### config.mk
export PLATFORM = sky130hd
export DESIGN_NAME = pms_mem_ctrl
export DESIGN_NICKNAME = d
export VERILOG_FILES = /design/src/rtl/pms_pkg.sv /design/src/rtl/pms_mem_ctrl.sv
export VERILOG_INCLUDE_DIRS = /design/src /design/src/rtl
export SDC_FILE = /design/constraint.sdc
export NUM_CORES = 1
export LEC_CHECK = 0
export ABC_AREA = 1
export ABC_CLOCK_PERIOD_IN_PS = 2200
export BUFFER_PORTS_ARGS = -buffer_cell sky130_fd_sc_hd__buf_2
export CAP_MARGIN = 20
export CELL_PAD_IN_SITES_DETAIL_PLACEMENT = 1
export CELL_PAD_IN_SITES_GLOBAL_PLACEMENT = 1
export CORE_UTILIZATION = 25
export DETAILED_ROUTE_END_ITERATION = 10
export HOLD_SLACK_MARGIN = 0.12
export PLACE_DENSITY_LB_ADDON = 0.1
export SETUP_SLACK_MARGIN = 0.3
export SLEW_MARGIN = 20
export SYNTH_ARGS = -nofsm -noshare
export SYNTH_HDL_FRONTEND = slang
export SYNTH_SLANG_ARGS = --single-unit
### constraint.sdc
create_clock -name clk -period 2.2 [get_ports clk]
set_clock_uncertainty 0.1 [all_clocks]
set_input_delay 0.11 -clock clk [delete_from_list [all_inputs] [get_ports clk]]
set_output_delay 0.11 -clock clk [all_outputs]
set_load 0.01 [all_outputs]
### src/rtl/pipelined_memory_stage_macros.svh
// Assertion macros shared by the memory stage modules.
// Depends on nothing; included by the files that carry assertions.
`ifndef PIPELINED_MEMORY_STAGE_MACROS_SVH
`define PIPELINED_MEMORY_STAGE_MACROS_SVH

// Same-cycle implication, disabled while reset is asserted.
`define PMS_ASSERT_IMP(label, clk, rst_n, ante, cons, msg) \
    label: assert property (@(posedge clk) disable iff (!rst_n) (ante) |-> (cons)) \
        else $error(msg);

// Next-cycle implication, disabled while reset is asserted.
`define PMS_ASSERT_NXT(label, clk, rst_n, ante, cons, msg) \
    label: assert property (@(posedge clk) disable iff (!rst_n) (ante) |=> (cons)) \
        else $error(msg);

`endif

### src/rtl/pms_pkg.sv
// Shared constants, codes and types of the pipelined memory stage.
// Depends on nothing; used by pms_mem_ctrl and pipelined_memory_stage.
`timescale 1ns / 1ps

package pms_pkg;

    // Byte store geometry: four byte lanes, one word row across them.
    localparam int MEM_BYTES = 4096;
    localparam int ADDR_W    = $clog2(MEM_BYTES);
    localparam int LANES     = 4;
    localparam int ROWS      = MEM_BYTES / LANES;
    localparam int ROW_W     = ADDR_W - 2;

    // Item kinds carried on tuser.
    localparam logic [1:0] KIND_STEP  = 2'd0;
    localparam logic [1:0] KIND_LOAD  = 2'd1;
    localparam logic [1:0] KIND_CLEAR = 2'd2;

    // Status codes.
    localparam logic [1:0] STAT_AOK = 2'd0;
    localparam logic [1:0] STAT_HLT = 2'd1;
    localparam logic [1:0] STAT_ADR = 2'd2;
    localparam logic [1:0] STAT_INS = 2'd3;

    // Instruction codes that touch memory.
    localparam logic [3:0] I_REG_TO_MEM = 4'd4;
    localparam logic [3:0] I_MEM_TO_REG = 4'd5;
    localparam logic [3:0] I_CALL       = 4'd8;
    localparam logic [3:0] I_RET        = 4'd9;
    localparam logic [3:0] I_PUSHL      = 4'd10;
    localparam logic [3:0] I_POPL       = 4'd11;

    // Request to one byte lane memory.
    typedef struct packed {
        logic             we;
        logic [ROW_W-1:0] waddr;
        logic [7:0]       wdata;
        logic             re;
        logic [ROW_W-1:0] raddr;
    } lane_req_t;

    // What the controller hands to the pipeline for an accepted step.
    typedef struct packed {
        logic [1:0] stat;
        logic       rd_hit;
        logic       rd_miss;
        logic [1:0] off;
    } step_info_t;

endpackage

### src/rtl/pms_mem_ctrl.sv
// Access controller: decodes an accepted item, keeps the write-enable flag,
// runs the clearing sweep after reset and drives the four lane memories.
// Depends on pms_pkg and pipelined_memory_stage_macros.svh.
`timescale 1ns / 1ps
`include "pipelined_memory_stage_macros.svh"

module pms_mem_ctrl (
    input  logic                  clk,
    input  logic                  rst_n,
    input  logic                  acc,
    input  logic [1:0]            kind,
    input  logic [1:0]            in_stat,
    input  logic [3:0]            in_icode,
    input  logic [31:0]           in_val_e,
    input  logic [31:0]           in_val_a,
    input  logic [11:0]           load_addr,
    input  logic [7:0]            load_byte,
    output logic                  busy,
    output pms_pkg::lane_req_t    lane_req [pms_pkg::LANES],
    output pms_pkg::step_info_t   info
);

    logic                      writes_allowed_reg;
    logic                      writes_allowed_next;
    logic                      clr_active_reg;
    logic                      clr_active_next;
    logic [pms_pkg::ROW_W-1:0] clr_row_reg;
    logic [pms_pkg::ROW_W-1:0] clr_row_next;

    logic                      step;
    logic                      wa_eff;
    logic                      is_rd;
    logic                      is_wr;
    logic [31:0]               addr;
    logic                      addr_ok;
    logic                      err;
    logic                      do_store;
    logic                      do_read;
    logic                      do_load;
    logic [31:0]               load_addr_ext;
    logic [pms_pkg::ROW_W-1:0] row_base;
    logic [1:0]                off;

    assign busy = clr_active_reg;
    assign step = acc && (kind == pms_pkg::KIND_STEP);

    always_comb
    begin
        // A faulting incoming status blocks this item's write as well.
        wa_eff = writes_allowed_reg && (in_stat == pms_pkg::STAT_AOK);
        is_rd  = (in_icode == pms_pkg::I_MEM_TO_REG) || (in_icode == pms_pkg::I_RET) ||
                 (in_icode == pms_pkg::I_POPL);
        is_wr  = (in_icode == pms_pkg::I_REG_TO_MEM) || (in_icode == pms_pkg::I_CALL) ||
                 (in_icode == pms_pkg::I_PUSHL);
        if ((in_icode == pms_pkg::I_RET) || (in_icode == pms_pkg::I_POPL))
        begin
            addr = in_val_a;
        end
        else if (is_rd || is_wr)
        begin
            addr = in_val_e;
        end
        else
        begin
            addr = 32'd0;
        end
        addr_ok  = addr < 32'(pms_pkg::MEM_BYTES - 3);
        err      = (is_rd || (is_wr && wa_eff)) && !addr_ok;
        do_store = step && is_wr && wa_eff && addr_ok;
        do_read  = step && is_rd && addr_ok;

        load_addr_ext = 32'(load_addr);
        do_load = acc && (kind == pms_pkg::KIND_LOAD) &&
                  (load_addr_ext < 32'(pms_pkg::MEM_BYTES));

        row_base = addr[pms_pkg::ADDR_W-1:2];
        off      = addr[1:0];

        info.stat    = err ? pms_pkg::STAT_ADR : in_stat;
        info.rd_hit  = is_rd && addr_ok;
        info.rd_miss = is_rd && !addr_ok;
        info.off     = off;
    end

    // A word at byte offset off spills into the next row for lanes below off.
    always_comb
    begin
        for (int b = 0; b < pms_pkg::LANES; b++)
        begin
            logic [1:0]                lane_id;
            logic [1:0]                sel;
            logic [pms_pkg::ROW_W-1:0] row;
            lane_id = 2'(b);
            sel     = lane_id - off;
            row     = row_base + pms_pkg::ROW_W'(lane_id < off);

            lane_req[b].re    = do_read;
            lane_req[b].raddr = row;
            lane_req[b].we    = 1'b0;
            lane_req[b].waddr = row;
            lane_req[b].wdata = in_val_a[{sel, 3'b000} +: 8];
            if (clr_active_reg)
            begin
                lane_req[b].we    = 1'b1;
                lane_req[b].waddr = clr_row_reg;
                lane_req[b].wdata = 8'd0;
            end
            else if (do_store)
            begin
                lane_req[b].we = 1'b1;
            end
            else if (do_load && (load_addr_ext[1:0] == lane_id))
            begin
                lane_req[b].we    = 1'b1;
                lane_req[b].waddr = load_addr_ext[pms_pkg::ADDR_W-1:2];
                lane_req[b].wdata = load_byte;
            end
        end
    end

    always_comb
    begin
        writes_allowed_next = writes_allowed_reg;
        if (acc)
        begin
            case (kind)
                pms_pkg::KIND_STEP:  writes_allowed_next = wa_eff && !err;
                pms_pkg::KIND_CLEAR: writes_allowed_next = 1'b1;
                default:             writes_allowed_next = writes_allowed_reg;
            endcase
        end

        clr_active_next = clr_active_reg;
        clr_row_next    = clr_row_reg;
        if (clr_active_reg)
        begin
            clr_row_next    = clr_row_reg + pms_pkg::ROW_W'(1);
            clr_active_next = (clr_row_reg != pms_pkg::ROW_W'(pms_pkg::ROWS - 1));
        end
    end

    always_ff @(posedge clk or negedge rst_n)
    begin
        if (!rst_n)
        begin
            writes_allowed_reg <= 1'b1;
            clr_active_reg     <= 1'b1;
            clr_row_reg        <= '0;
        end
        else
        begin
            writes_allowed_reg <= writes_allowed_next;
            clr_active_reg     <= clr_active_next;
            clr_row_reg        <= clr_row_next;
        end
    end

    `PMS_ASSERT_IMP(a_no_accept_in_sweep, clk, rst_n, clr_active_reg, !acc,
        "item accepted during the clearing sweep")
    `PMS_ASSERT_NXT(a_fault_blocks_writes, clk, rst_n,
        step && ((in_stat != pms_pkg::STAT_AOK) || err), !writes_allowed_reg,
        "writes still enabled after a faulting step")
    `PMS_ASSERT_NXT(a_clear_rearms, clk, rst_n, acc && (kind == pms_pkg::KIND_CLEAR),
        writes_allowed_reg, "clear item did not re-arm writes")

endmodule

==> metrics, run 1 <==
status=complete, but fails checks; failing checks=setup timing; worst reg-to-reg path cell count=6; period utilization=104%; Worst Path Required=1990 ps; Ys Warns=0; HPWL Detailed=16.4 mm; register area share after synthesis=8.26%; pin count of the biggest net entering global routing=40; Synth Net Count=815; layout cell share with drive strength beyond 1=53.8%; Mean Syn Cell Area=5.16 µm²; # IOs=222; mux cell area share after synthesis=0%; WL/cell=19.6 µm; die height=123 µm; CP startpoint kind=input pin; Pwr Total=0.00232 W; drt first pass iters=4; Slew Viols, Final=0; largest family of logic cells by synthesized area=simple AND/OR/NAND/NOR gates; CTS buffer count=3; Crit path depth=16; detailed-route via count=6,165; Post-Syn Area=3670 µm²; Setup WS post-layout=-89.8 ps; CP Class=in2out; vias per inst=5.12; CP Capture Type=output pin; worst hold margin=182 ps; Residual DRC=0; synth-to-layout area growth=103%; Synth area leader=nand2_1; Worst path top cell family by delay=buffers and inverters; die footprint=15,200 µm²; number of flip-flops in the largest register=10; Power Density=312 nW/µm²; Buffers & Inverters on Critical Path=8; register bit count reported by yosys=12; IO Port Bufs=221; Critical Path Slowest Stage Cell=nor2_2; area share of the largest cell type after synthesis=20.3%; crit-path max FO=8; top achievable clock speed=437 MHz; initial core utilization=26.0%; commonest cells in the netlist=nand2_1 (198), nor2_1 (106), o21ai_0 (92); slew margin rel.=46.4%; Worst Tran Pin Value=804 ps; CTS tree=yes; Adder-Cell Fraction of Synth Area=3.07%; Most Frequent Cell on Critical Path=nand3_4; XOR/XNOR Fraction of Synth Area=5.02%; Critical Path Max Stage Delay=190 ps; Skew-Pair Late Insertion Delay=260 ps; CTS Root Cell=clkbuf_16; top-count cell post-synth=nand2_1; CP arrival=2080 ps; Tmin final=2290 ps; peak supply drop=232 µV; Primary FF master, synth=dfrtp_1; Final ANT Viol Nets=0; H-tree depth=1; Pleak=4.00 nW; Yosys cell types=36; max-cap viol count=0; overall routing resource usage=29.3%; asr flop ratio synth=100%; WL final=23.6 mm; Core Area=14,100 µm²; fin util=52.8%; DRT iter0 DRCs=311; Finish-stage setup viols=20; # nets final=1,130; worst-path cell chain=buf_12 > clkinv_8 > nand3_4 > inv_8 > o21ai_4 > a21oi_4 > inv_2 > ha_4 > inv_4 > buf_4 > nand4_1 > nor2_2 > nand3_4 > buf_6 > a21oi_2 > buf_2; number of synthesized flops with an enable pin=0; RSZ-0062 raised after global routing=true; grt total ovfl=0; initial antenna violation count=0; antenna cells=0; CTS sink count=12; Row Count=43; Cells after Synth=711; Place WS=-225 ps; clock tree buffer depth=2; Synth area leaders=nand2_1 (20%), o21ai_0 (13%), nor2_1 (11%), inv_1 (7.6%), dfrtp_1 (6.8%); vias in the first global route=6,418; Die W=123 µm; area share of and/or/nand/nor cells after synthesis=43.7%; Hold Crit Class=in2async; Final Hold Viols=0; placed cells=1,140; GP Congestion=0.898; fin cells=1,205; first-pass GRT wire length=34.1 mm; clk slew on worst S/H paths=60 ps; Synth Area in Compound Gates=26.2%
## area by class of cell
class / instances / area (µm²)
well taps: 180 / 225
flip-flops and latches: 12 / 307
repair buffers: 351 / 2690
fillers: 1891 / 6650
clock buffers: 4 / 88.8
multi-input cells: 577 / 3770
inverters: 81 / 367
## routing by layer
metal | up-vias | part of all wire, % | track usage (%)
met1 | 2981 | 39 | 34.4
met3 | 36 | 5.3 | 1.66
met2 | 225 | 53 | 55.2
met5 | - | 0 | 0
li1 | 2923 | - | -
met4 | 0 | 2.8 | 11.2
## where the power goes
group / leakage, nW / total, W / switching (W) / internal, W
clock network: 0.0442 / 0.000401 / 0.000124 / 0.000277
logic: 3.79 / 0.00170 / 0.000928 / 0.000767
registers: 0.162 / 0.000227 / 0.00000133 / 0.000225
## cell families after synthesis
kind of cell	count (synthesis)
flops	12
xor+xnor	21
fa+ha+maj	9
simple gates	374
compound gates	173
buf+inv	122
## layout by cell type, fill, tap and decap left out, types with 2 or more instances in the layout
cell	count
buf_2	188
nand2_1	144
nor2_1	95
buf_6	73
buf_4	69
inv_1	61
o21ai_1	53
o21ai_2	42
o21ai_0	40
nand2_2	39
nand2_4	18
o211ai_1	15
nand3_1	15
nand4_1	12
nor2_4	12
nor2_2	11
inv_2	11
buf_12	11
nand3_4	10
xor2_2	10
dfrtp_1	10
nand3_2	9
o21ai_4	8
ha_4	8
o21bai_1	6
clkbuf_16	6
xnor2_1	5
xor2_1	4
inv_4	4
dlygate4sd3_1	4
a21oi_1	3
nor3_1	3
xor2_4	2
nor3_2	2
buf_16	2
## path summary, 6_finish.rpt
kind / slack [ps] / endpoint / start
max: -90 / info[2] / in_icode[2]
min: 180 / clr_row_reg[6] / rst_n
max reg2reg: 370 / clr_row_reg[9] / busy
min reg2reg: 430 / clr_row_reg[7] / clr_row_reg[7]
max in group asynchronous: 1520 / writes_allowed_reg / rst_n
min in group clk: 190 / writes_allowed_reg / acc
## repair_timing
item,in CTS,in global routing
pin swaps,48,82
setup buffers,32,20
setup endpoints to repair,106,112
endpoints found under the hold margin,13,0
cloned,2,3
resized for setup,175,116
hold buffers,4,0
## stage by stage
stage               TNS (ps)  instance area (µm²)
finish                  -529                 7440
global route           -4260                 7440
CTS                    -49.6                 6820
detailed placement     -5120                 5660
global placement       -2370                 5660
floorplan              -77.7                 4030
Note: power is estimated with default switching activity, not from simulation.
==> run 2, diff against run 1 <==
--- a/config.mk
+++ b/config.mk
@@ -15,7 +15,7 @@
 export CORE_UTILIZATION = 25
 export DETAILED_ROUTE_END_ITERATION = 10
 export HOLD_SLACK_MARGIN = 0.12
-export PLACE_DENSITY_LB_ADDON = 0.1
+export PLACE_DENSITY = 0.81
 export SETUP_SLACK_MARGIN = 0.3
 export SLEW_MARGIN = 20
 export SYNTH_ARGS = -nofsm -noshare
==> run 2 against run 1 <==
  * The flow still finishes with violations (setup timing)
  * Via count is 11% higher
  * First-iteration DRC count grew 20%
  * Cell area increased by 3.4%
  * Final cell count down 0.17%
  * Wire length rose by 22%
  * Fmax down 9.8%
  * Global-route usage down 1.2 points
  * Combinational power increased by 8%
  * Hold slack worse by 6.8 ps
  * Critical endpoint is now lane_req[118]
  * Largest cell class unchanged
  * Largest power group unchanged
==> metrics, run 2 (same netlist as run 1, synthesis figures left out) <==
Die W=123 µm (unchanged); HPWL Detailed=15.5 mm (-5.2%); Worst Tran Pin Value=1100 ps (+300 ps); CTS sink count=12 (unchanged); CP Capture Point=lane_req[118]; met2 routed WL=14.4 mm (+14%); # fillers=1,815 (-4.0%); Core Area=14,100 µm² (unchanged); worst hold margin=175 ps (-6.79 ps); Critical Path Max Stage Delay=220 ps (+30 ps); met3 wire length=2.32 mm (+85%); worst-path cell chain=buf_8 > buf_12 > inv_12 > nand3_4 > nand2_4 > o21ai_4 > a21oi_4 > inv_2 > ha_4 > inv_4 > ha_4 > nand3_4 > nor2_4 > nand3_1 > nand2_2 > nand2_2 > nand2_1 > nand2_1 > buf_2; Crit path depth=19 (+3); area of the multi-input gates=3990 µm² (+5.7%); vias in the first global route=6,332 (-1.3%); CP Class=in2out; Buffers & Inverters on Critical Path=6 (-2); initial core utilization=26.0% (unchanged); M1 WL=9.75 mm (+7.1%); CTS tree=yes; drt first pass iters=5 (+1); H-tree depth=1 (unchanged); Tmin final=2540 ps (+250 ps); flop2flop setup slack=310 ps (-60 ps); worst reg-to-reg path cell count=5 (-1); Worst path top cell family by delay=simple AND/OR/NAND/NOR gates; Worst Path Required=1990 ps (about the same); Setup WS post-layout=-340 ps (-250 ps); RR Endpoint=clr_row_reg[9]; failing checks=setup timing; RSZ-0062 raised after global routing=true; DRT iter0 DRCs=374 (+20%); peak supply drop=265 µV (+14%); GP Congestion=0.890 (-0.92%); CP startpoint=in_icode[3]; number of flip-flops in the largest register=10 (unchanged); final setup TNS=-9330 ps (-8800 ps); Final ANT Viol Nets=0 (unchanged); IO Port Bufs=221 (unchanged); WL/cell=23.9 µm (+22%); crit-path max FO=5 (-3); Reg area=303 µm² (-1.2%); # IOs=222 (unchanged); Pleak=4.03 nW (+0.87%); Final Hold Viols=0 (unchanged); start point of the worst hold path=acc; hold depth=3; highest metal used=met5; CP Capture Type=output pin; period utilization=115% (+11 points); grt total ovfl=0 (unchanged); worst reg2reg path startpoint=busy; Hold Crit Class=in2reg; slew margin rel.=26.4% (-20 points); overall routing resource usage=28.1% (-1.2 points); Row Count=43 (unchanged); Critical Path Slowest Stage Cell=a21oi_4; Placed Area=5610 µm² (-0.80%); Residual DRC=0 (unchanged); status=complete, but fails checks; Finish-stage setup viols=60 (+200%); most frequent cells in the layout=buf_2 (187), nand2_1 (132), nor2_1 (91); max-cap viol count=0 (unchanged); Power Density=322 nW/µm² (+3.1%); layout cell share with drive strength beyond 1=56.7% (+2.9 points); first-pass GRT wire length=32.8 mm (-3.6%); Pwr Total=0.00248 W (+6.6%); CTS buffer count=3 (unchanged); clock tree buffer depth=2 (unchanged); CP arrival=2330 ps (+250 ps); cell area after layout=7700 µm² (+3.4%); top achievable clock speed=394 MHz (-9.8%); initial antenna violation count=4 (+4); Slew Viols, Final=0 (unchanged); pin count of the biggest net entering global routing=38 (-5.0%); clk slew on worst S/H paths=60 ps (about the same); Skew-Pair Late Insertion Delay=260 ps (about the same); # nets final=1,127 (-0.27%); Place WS=-210 ps (+15.2 ps); WL final=28.7 mm (+22%); synth-to-layout area growth=110%; commonest non-fill, non-tap cell in the layout=buf_2; die footprint=15,200 µm² (unchanged); die height=123 µm (unchanged); vias per inst=5.69 (+11%); detailed-route via count=6,851 (+11%); CTS Root Cell=clkbuf_16; CP startpoint kind=input pin
[run 2: how the worst min path moves through the flow]
| stage | end |
|---|---|
| 3_5_place_dp | clr_row_reg[7] |
| 6_report | writes_allowed_reg |
| 4_1_cts | writes_allowed_reg |
| 3_3_place_gp | clr_row_reg[7] |
| 5_1_grt | writes_allowed_reg |
| 2_1_floorplan | clr_row_reg[0] |
[run 2: power by group]
part	leakage (nW)	switching [W]	internal (W)	total (W)
sequential	0.161	0.00000283	0.000226	0.000229
combinational	3.83	0.00103	0.000804	0.00184
clock	0.0442	0.000135	0.000277	0.000412
total	4.03	0.00117	0.00131	0.00248
[run 2: area by class of cell]
class,instances,share of cell area (%)
clock buffer,4,1.15
inverter,81,4.78
tap,180,2.92
timing repair buffer,348,35.4
multi-input combinational,577,51.8
sequential,12,3.93
antenna,1,0.0325
[run 2: worst register-to-register path, delay by kind of cell, from the launching register on]
kind / cells / cell delay (ps)
and+or+nand+nor: 4 / 810
xor gates and xnor gates: 1 / 250
DFF: 1 / 640
[run 2: what timing repair did]
item                                    4_1_cts  5_1_grt
endpoints found under the setup margin      104      111
gates resized for setup                     113      237
setup buffers                                20       35
hold buffers                                  1        0
hold endpoints to repair                     12        0
pin swaps                                    42      110
cloned                                        1        7
[run 2: routing by layer]
layer / global-route usage (%) / up-vias
li1: - / 2925
met1: 30.0 / 3281
met2: 54.6 / 451
met3: 4.61 / 188
met4: 10.4 / 6
met5: 0 / -
[run 2: metrics by stage]
stage | utilization (%) | cells
3_3_place_gp | 39.8 | 1134
2_1_floorplan | - | 711
5_1_grt | 54.6 | 1202
3_5_place_dp | 39.8 | 1134
6_report | 54.6 | 1203
4_1_cts | 45.1 | 1160
==> run 3, diff against run 2 <==
--- a/config.mk
+++ b/config.mk
@@ -12,6 +12,7 @@
 export CAP_MARGIN = 20
 export CELL_PAD_IN_SITES_DETAIL_PLACEMENT = 1
 export CELL_PAD_IN_SITES_GLOBAL_PLACEMENT = 1
+export CORE_MARGIN = 5
 export CORE_UTILIZATION = 25
 export DETAILED_ROUTE_END_ITERATION = 10
 export HOLD_SLACK_MARGIN = 0.12
==> run 3 against run 2 <==
  * The flow still finishes with violations (setup timing)
  * Critical path depth fell by 1
  * Clock power decreased by 4%
  * Clock-buffer cell count stayed put
  * Non-clock buffer count up 11
  * Wire length fell by 6.4%
==> metrics, run 3 (same netlist as run 1, synthesis figures left out) <==
final setup TNS=-7430 ps (+1900 ps); first-pass GRT wire length=36.5 mm (+11%); CTS sink count=12 (unchanged); CP arrival=2230 ps (-100 ps); layout cell share with drive strength beyond 1=55.4% (-1.3 points); placed cells=1,147 (+1.1%); worst reg-to-reg path cell count=6 (+1); period utilization=111% (-4.5 points); initial core utilization=25.3% (-0.69 points); clk slew on worst S/H paths=50 ps (about the same); initial antenna violation count=1 (-3); H-tree depth=1 (unchanged); Worst Tran Pin Value=752 ps (-351 ps); CTS buffer count=3 (unchanged); CP startpoint kind=input pin; CTS Root Cell=clkbuf_16; status=complete, but fails checks; Hold Crit Class=in2async; DRT iter0 DRCs=281 (-25%); die height=131 µm (+6.5%); CTS tree=yes; GP Congestion=0.922 (+3.5%); max-cap viol count=0 (unchanged); Slew Viols, Final=0 (unchanged); detailed-route via count=6,498 (-5.2%); CP Class=in2out; RSZ-0062 raised after global routing=true; most frequent cells in the layout=buf_2 (189), nand2_1 (138), nor2_1 (94); commonest non-fill, non-tap cell in the layout=buf_2; IO Port Bufs=221 (unchanged); Core Area=14,500 µm² (+2.7%); overall routing resource usage=27.1% (-0.95 points); # IOs=222 (unchanged); Final Hold Viols=0 (unchanged); worst reg2reg path startpoint=busy; WL final=26.9 mm (-6.4%); WL/cell=22.1 µm (-7.5%); Place WS=-256 ps (-45.9 ps); fin util=53.8% (-0.86 points); die footprint=17,200 µm² (+13%); Final ANT Viol Nets=0 (unchanged); fin cells=1,217 (+1.2%); Pleak=4.06 nW (+0.74%); flop2flop setup slack=310 ps (about the same); Die W=131 µm (+6.5%); Finish-stage setup viols=78 (+30%); slew margin rel.=49.8% (+23 points); Row Count=44 (+2.3%); CP Capture Type=output pin; Power Density=313 nW/µm² (-2.6%); grt total ovfl=0 (unchanged); peak supply drop=202 µV (-24%); RR Endpoint=clr_row_reg[9]; Residual DRC=0 (unchanged); vias in the first global route=6,828 (+7.8%); vias per inst=5.34 (-6.2%); antenna cells=0 (-1); # nets final=1,138 (+0.98%); worst hold margin=213 ps (+37.2 ps); Setup WS post-layout=-241 ps (+99.2 ps); number of flip-flops in the largest register=10 (unchanged); drt first pass iters=5 (unchanged); pin count of the biggest net entering global routing=40 (+5.3%); failing checks=setup timing; Skew-Pair Late Insertion Delay=250 ps (about the same); Tmin final=2440 ps (-99.2 ps); crit-path max FO=4 (-1); synth-to-layout area growth=112%; top achievable clock speed=410 MHz (+4.1%); clock tree buffer depth=2 (unchanged); HPWL Detailed=16.8 mm (+8.4%); Worst Path Required=1990 ps (about the same)
run 3: cell count changes in the layout (fill, tap and decap cells not counted), moves of 4 or more:
| cell | delta |
|---|---|
| clkbuf_16 | -5 |
| o21ai_2 | -13 |
| buf_16 | +7 |
| o21ai_4 | +8 |
| nand2_1 | +6 |
| nand2_4 | -4 |
| buf_4 | +7 |
| nand2_2 | -4 |
run 3: worst max-delay path by stage:
| stage | start | endpoint | slack [ps] | cells after the start |
|---|---|---|---|---|
| finish | in_icode[2] | info[2] | -240 | 18 |
| global route | in_icode[2] | lane_req[10] | -270 | 15 |
| CTS | in_icode[2] | lane_req[113] | -30 | 15 |
| detailed placement | in_icode[3] | lane_req[83] | -260 | 14 |
| global placement | in_icode[3] | lane_req[51] | -130 | 13 |
| floorplan | in_icode[3] | lane_req[113] | -30 | 16 |
run 3: stage by stage:
step / instance area [µm²] / total power (W)
floorplan: 4030 / 0.000906
global placement: 5660 / 0.00147
detailed placement: 5660 / 0.00149
CTS: 7050 / 0.00217
global route: 7780 / 0.00257
finish: 7780 / 0.00244
run 3: cell type report:
cell class | instances | area [µm²]
multi-input cells | 577 | 3970
fillers | 1881 | 6690
flip-flops and latches | 12 | 303
inverters | 81 | 359
clock buffers | 4 | 88.8
repair buffers | 359 | 2840
well taps | 184 | 230
run 3: critical path, cell delays in order:
cell and delay (ps):
buf_8 100, inv_6 50, buf_6 110, nand2_8 60, nand2_8 80, o21ai_4 70, a21oi_4 200, inv_2 90
ha_4 180, inv_4 70, buf_6 100, buf_6 80, nand4_1 120, nor2_2 230, nand3_4 170, buf_6 160
a21oi_2 100, buf_2 150
run 3: per-layer routing:
metal / GRT usage, % / vias up / share of wire, %
met5: 0 / - / 0.048
met2: 51.5 / 317 / 53
met1: 28.8 / 3135 / 35
li1: - / 2944 / -
met3: 4.46 / 100 / 6.8
met4: 12.9 / 2 / 5.8
run 3: power breakdown:
group	switching [W]	internal (W)	total, W	leakage [nW]
combinational	0.00100	0.000819	0.00182	3.86
clock	0.000118	0.000276	0.000394	0.0442
sequential	0.00000183	0.000226	0.000228	0.161
total	0.00112	0.00132	0.00244	4.06
run 3: timing repair:
item / 4_1_cts / 5_1_grt
pin swaps: 72 / 102
cloned: 8 / 0
resized for setup: 211 / 130
hold buffers: 4 / 0
setup buffers: 26 / 28
setup endpoints to repair: 107 / 107
hold endpoints to repair: 13 / 0
